<file path="config.mk">
export PLATFORM = sky130hd
export DESIGN_NAME = osu_ctrl
export DESIGN_NICKNAME = d
export VERILOG_FILES = /design/src/rtl/core/osu_pkg.sv /design/src/rtl/core/osu_ctrl.sv
export SDC_FILE = /design/constraint.sdc
export NUM_CORES = 1
export LEC_CHECK = 0
export BUFFER_PORTS_ARGS = -buffer_cell sky130_fd_sc_hd__clkbuf_2
export CAP_MARGIN = 25
export CORE_MARGIN = 1.5
export CORE_UTILIZATION = 45
export DETAILED_ROUTE_END_ITERATION = 10
export PLACE_DENSITY = 0.71
export RECOVER_POWER = 100
export SYNTH_ARGS = -nofsm -noshare
export SYNTH_HDL_FRONTEND = slang
export SYNTH_SLANG_ARGS = --single-unit
</file>
<file path="constraint.sdc">
create_clock -name clk -period 2.28 [get_ports clk]
set_clock_uncertainty 0.2 [all_clocks]
set_input_delay 0.456 -clock clk [delete_from_list [all_inputs] [get_ports clk]]
set_output_delay 0.456 -clock clk [all_outputs]
set_load 0.02 [all_outputs]
</file>
<file path="src/rtl/core/osu_pkg.sv">
// shared types, codes and constants of the oaep sha-1 unpad unit
package osu_pkg;

  localparam logic CFG_MODULUS = 1'b0;
  localparam logic CFG_MESSAGE = 1'b1;

  localparam logic [8:0] MODULUS_RESET = 9'd128;
  localparam logic [6:0] MESSAGE_RESET = 7'd64;
  localparam int ENC_MIN_BYTES = 42;
  localparam int HDR_BYTES     = 21;
  localparam int SEED_BYTES    = 20;

  localparam logic [31:0] IV0 = 32'h67452301;
  localparam logic [31:0] IV1 = 32'hefcdab89;
  localparam logic [31:0] IV2 = 32'h98badcfe;
  localparam logic [31:0] IV3 = 32'h10325476;
  localparam logic [31:0] IV4 = 32'hc3d2e1f0;

  localparam logic [31:0] K0 = 32'h5a827999;
  localparam logic [31:0] K1 = 32'h6ed9eba1;
  localparam logic [31:0] K2 = 32'h8f1bbcdc;
  localparam logic [31:0] K3 = 32'hca62c1d6;

  typedef enum logic [3:0] {
    OP_IDLE,
    OP_LOAD,
    OP_HINIT,
    OP_HFETCH,
    OP_HBYTE,
    OP_ROUND,
    OP_HADD,
    OP_SFETCH,
    OP_SXOR,
    OP_DFETCH,
    OP_DWRITE,
    OP_FIN,
    OP_OFETCH,
    OP_OLOAD
  } op_t;

  typedef struct packed {
    op_t  op;
    logic seed_src;
  } osu_cmd_t;

  typedef struct packed {
    logic run_start;
    logic blk_full;
    logic round_last;
    logic more_blks;
    logic j_last;
    logic db_last;
    logic out_last;
  } osu_sts_t;

  // sha-1 of the empty label
  function automatic logic [7:0] lhash_byte(input logic [4:0] i);
    logic [7:0] b;
    case (i)
      5'd0:    b = 8'hda;
      5'd1:    b = 8'h39;
      5'd2:    b = 8'ha3;
      5'd3:    b = 8'hee;
      5'd4:    b = 8'h5e;
      5'd5:    b = 8'h6b;
      5'd6:    b = 8'h4b;
      5'd7:    b = 8'h0d;
      5'd8:    b = 8'h32;
      5'd9:    b = 8'h55;
      5'd10:   b = 8'hbf;
      5'd11:   b = 8'hef;
      5'd12:   b = 8'h95;
      5'd13:   b = 8'h60;
      5'd14:   b = 8'h18;
      5'd15:   b = 8'h90;
      5'd16:   b = 8'haf;
      5'd17:   b = 8'hd8;
      5'd18:   b = 8'h07;
      5'd19:   b = 8'h09;
      default: b = 8'h00;
    endcase
    return b;
  endfunction

endpackage

</file>
<file path="src/rtl/core/osu_ctrl.sv">
// controller state machine of the oaep sha-1 unpad unit
module osu_ctrl (
  input  logic               clk,
  input  logic               rst_n,
  input  osu_pkg::osu_sts_t  sts,
  input  logic               out_ready,
  output osu_pkg::osu_cmd_t  cmd,
  output logic               in_ready,
  output logic               out_valid
);
  typedef enum logic [13:0] {
    ST_LOAD   = 14'b00000000000001,
    ST_HINIT  = 14'b00000000000010,
    ST_HFETCH = 14'b00000000000100,
    ST_HBYTE  = 14'b00000000001000,
    ST_ROUND  = 14'b00000000010000,
    ST_HADD   = 14'b00000000100000,
    ST_SFETCH = 14'b00000001000000,
    ST_SXOR   = 14'b00000010000000,
    ST_DFETCH = 14'b00000100000000,
    ST_DWRITE = 14'b00001000000000,
    ST_FIN    = 14'b00010000000000,
    ST_OFETCH = 14'b00100000000000,
    ST_OLOAD  = 14'b01000000000000,
    ST_OHOLD  = 14'b10000000000000
  } state_t;

  state_t state_r, state_nxt;
  logic   job_r, job_nxt;   // 0: hash over masked db, 1: hash over seed

  always_ff @(posedge clk) begin
    if (!rst_n) begin
      state_r <= ST_LOAD;
      job_r   <= 1'b0;
    end else begin
      state_r <= state_nxt;
      job_r   <= job_nxt;
    end
  end

  always_comb begin
    state_nxt    = state_r;
    job_nxt      = job_r;
    cmd.op       = osu_pkg::OP_IDLE;
    cmd.seed_src = job_r;
    in_ready     = 1'b0;
    out_valid    = 1'b0;
    case (state_r)
      ST_LOAD: begin
        cmd.op   = osu_pkg::OP_LOAD;
        in_ready = 1'b1;
        if (sts.run_start) begin
          state_nxt = ST_HINIT;
          job_nxt   = 1'b0;
        end
      end
      ST_HINIT: begin
        cmd.op    = osu_pkg::OP_HINIT;
        state_nxt = ST_HFETCH;
      end
      ST_HFETCH: begin
        cmd.op    = osu_pkg::OP_HFETCH;
        state_nxt = ST_HBYTE;
      end
      ST_HBYTE: begin
        cmd.op    = osu_pkg::OP_HBYTE;
        state_nxt = sts.blk_full ? ST_ROUND : ST_HFETCH;
      end
      ST_ROUND: begin
        cmd.op = osu_pkg::OP_ROUND;
        if (sts.round_last) begin
          state_nxt = ST_HADD;
        end
      end
      ST_HADD: begin
        cmd.op = osu_pkg::OP_HADD;
        if (sts.more_blks) begin
          state_nxt = ST_HFETCH;
        end else begin
          state_nxt = job_r ? ST_DFETCH : ST_SFETCH;
        end
      end
      ST_SFETCH: begin
        cmd.op    = osu_pkg::OP_SFETCH;
        state_nxt = ST_SXOR;
      end
      ST_SXOR: begin
        cmd.op = osu_pkg::OP_SXOR;
        if (sts.j_last) begin
          state_nxt = ST_HINIT;
          job_nxt   = 1'b1;
        end else begin
          state_nxt = ST_SFETCH;
        end
      end
      ST_DFETCH: begin
        cmd.op    = osu_pkg::OP_DFETCH;
        state_nxt = ST_DWRITE;
      end
      ST_DWRITE: begin
        cmd.op = osu_pkg::OP_DWRITE;
        if (sts.db_last) begin
          state_nxt = ST_FIN;
        end else if (sts.j_last) begin
          state_nxt = ST_HINIT;
        end else begin
          state_nxt = ST_DFETCH;
        end
      end
      ST_FIN: begin
        cmd.op    = osu_pkg::OP_FIN;
        state_nxt = ST_OFETCH;
      end
      ST_OFETCH: begin
        cmd.op    = osu_pkg::OP_OFETCH;
        state_nxt = ST_OLOAD;
      end
      ST_OLOAD: begin
        cmd.op    = osu_pkg::OP_OLOAD;
        state_nxt = ST_OHOLD;
      end
      ST_OHOLD: begin
        out_valid = 1'b1;
        if (out_ready) begin
          state_nxt = sts.out_last ? ST_LOAD : ST_OFETCH;
        end
      end
      default: begin
        state_nxt = ST_LOAD;
      end
    endcase
  end
endmodule

</file>
==> impl_metrics.ini <==
[clock_network]
clk_latency_ns = 0.30
clockBufferDepth = 2
clkTransAtPathRegs_ns = 0.10
cts_tree = yes
htree_num_levels = 1
numCtsBuffers = 3
cts_hold_buf = 0
cts_sinks = 15
cts_root_buf = clkbuf_4

[grt]
grt_usage_pct = 28.7
overflow = 0
grt_max_degree = 10
grt_pass1_wl_mm = 5.78
grt_pass1_vias = 1220
grt_antenna_before_repair = 0

[status]
violations = negative setup slack
status = finished with violations

[route]
firstDrtPassIters = 4
wl_per_cell_um = 18.1
routed_wl_mm = 3.81
drtIter0Drc = 42
viasPerCell = 6.19
final_antenna_net_count = 0
vias = 1306
drc = 0

[timing]
hold_viol_final = 0
timing.final.crit_period_ns = 2.54
fin_hold_ws_ns = 0.183
rsz0062_at_grt = true
maxSlewViolCount = 0
setup_slack_ns = -0.261
fmax_ghz = 0.394
period_share_pct = 111
setup_violations = 6
maxSlewHeadroom_pct = 65.7
worst_pin_slew_ns = 0.510

[power_and_ir_drop]
p_sw_uw = 262
combPwrFrac_pct = 40.4
leakage_uw = 0.000650
power.density_nw_per_um2 = 482
clockPowerShare_pct = 22.2
seq_power_share_pct = 37.4
internal_power_uw = 488
peakVddDrop_v = 0.000516
total_power_uw = 750
p_sw_share_pct = 35.0

[logic_synthesis]
synth-edff-count = 0
synth_area_per_cell_um2 = 8.04
synth.distinct_cells = 42
yosys.area.top_type = dfxtp_1
synth-main-ff-cell = dfxtp_1
synth_nets = 153
yosysWarnings = 0
seq_area_frac_synth_pct = 26.1
synth_cells = 143
synth_area_um2 = 1150
ys_top_cells_by_area = dfxtp_1 26%, nor4_4 5.5%, nor3_1 5.2%, nand4_1 4.4%, nor4_1 4.4%
synth_seq_cells = 15
synth_top_area_share_pct = 26.1
postSynth.asyncResetShare_pct = 0

[run]
drv_cap = 0

[layout]
final_cell_mix = 28 x buf_4, 13 x dfxtp_1, 11 x nor3_1
drive_above_1_share_pct = 37.6
diodes = 0
final_common_cell = buf_4
nets = 192
area_delta_synth_final_pct = 35.4

[worst_setup_path]
crit_top_cell = nor4_4
cp_max_fo = 5
cp_top_family = simple AND/OR/NAND/NOR gates
critPathLaunchType = register
max_stage_delay_ns = 0.40
end_kind = primary output
crit_arrival_ns = 1.88
slowest_stage = nor4_4
path_buf_inv = 2
path_cells = nor4_4 > nand3_2 > buf_4 > nor4_4 > a211o_1 > clkbuf_8
path_class = reg2out
required_ns = 1.62

[die]
die_area_um2 = 2870
fp.dieW_um = 53.6
rows = 18
ios = 17
start_util_pct = 46.8
chipHeight_um = 53.6
core_um2 = 2450

[placement]
io_buffers = 16
hpwl_mm = 2.51
gp_congestion = 0.874

[worst_hold_path]
hold_path.class = in2reg
## cell families (layout without fill, tap and decap cells)
group                     after synthesis  after routing  share of synthesized area (%)
DFF                                    15             15                           26.1
buffers and inverters                  18             56                           7.83
AOI/OAI and AO/OA                      20             20                           13.9
and+or+nand+nor                        81             81                           45.3
xor gates and xnor gates                9              9                           6.85
## final cells by class
type / count / area (µm²)
fill: 202 / 898
multi-input combinational: 110 / 820
timing repair buffer: 47 / 352
sequential: 15 / 303
tap: 30 / 37.5
clock buffer: 4 / 26.3
inverter: 5 / 18.8
## worst paths after layout
path | startpoint | end | slack, ns | cells past startpoint
worst max register to register | state_r[1] | state_r[11] | 0.07 | 8
worst min register to register | job_r | job_r | 0.35 | 2
worst min-delay path | sts[1] | state_r[10] | 0.18 | 3
worst max-delay path | state_r[1] | cmd[2] | -0.26 | 6
## flip-flops by register name, summed over array words and instances, names as in the netlist
name and cells:
job_r 1, state_r 14
## Yosys cell counts (2+ instances only)
cell type / instances
dfxtp_1: 15
nor3_1: 12
nor2_1: 10
nand4_1: 8
nor4_1: 8
nand3_1: 7
clkbuf_1: 6
nand2_1: 6
a21oi_1: 5
inv_1: 5
nand2b_1: 5
xor2_1: 5
o21ai_0: 4
xnor2_1: 4
and4b_1: 3
buf_2: 3
buf_4: 3
nor4_4: 3
nor4b_1: 3
a211oi_1: 2
nor3b_1: 2
o21a_1: 2
or3_1: 2
or4_1: 2
## power groups by stage
| stage | Combinational, µW | Clock [µW] | Sequential, µW |
|---|---|---|---|
| after floorplan | 144 | 0 | 277 |
| after global placement | 215 | 0 | 285 |
| after detailed placement | 221 | 0 | 285 |
| after CTS | 285 | 165 | 280 |
| after global routing | 319 | 181 | 281 |
| final | 303 | 167 | 281 |
## metrics by stage
stage / setup WS, ns / setup TNS, ns / utilization, % / instances / instance area (µm²)
after floorplan: -0.0187 / -0.0187 / - / 143 / 1160
after global placement: 0.0797 / 0 / 55.9 / 198 / 1370
after detailed placement: 0.0387 / 0 / 55.9 / 198 / 1370
after CTS: -0.234 / -1.11 / 62.7 / 209 / 1540
after global routing: -0.346 / -1.83 / 63.4 / 211 / 1560
final: -0.261 / -1.31 / 63.4 / 211 / 1560
## routing by layer
| layer | global-route usage (%) | part of all wire [%] | up-vias |
|---|---|---|---|
| li1 | - | - | 606 |
| met1 | 35.4 | 40 | 605 |
| met2 | 46.3 | 46 | 70 |
| met3 | 5.00 | 8.5 | 25 |
| met4 | 17.5 | 5.5 | 0 |
| met5 | 0 | 0 | - |
## repair_timing
action	CTS	global route
setup endpoints to repair	6	15
buffers inserted	7	2
pin swaps	8	1
resized for setup	20	4
## worst min-delay path, cell delays in order
cell	delay (ns)
clkbuf_2	0.10
nand2_1	0.05
nor3_1	0.04
Note: power is estimated with default switching activity, not from simulation.
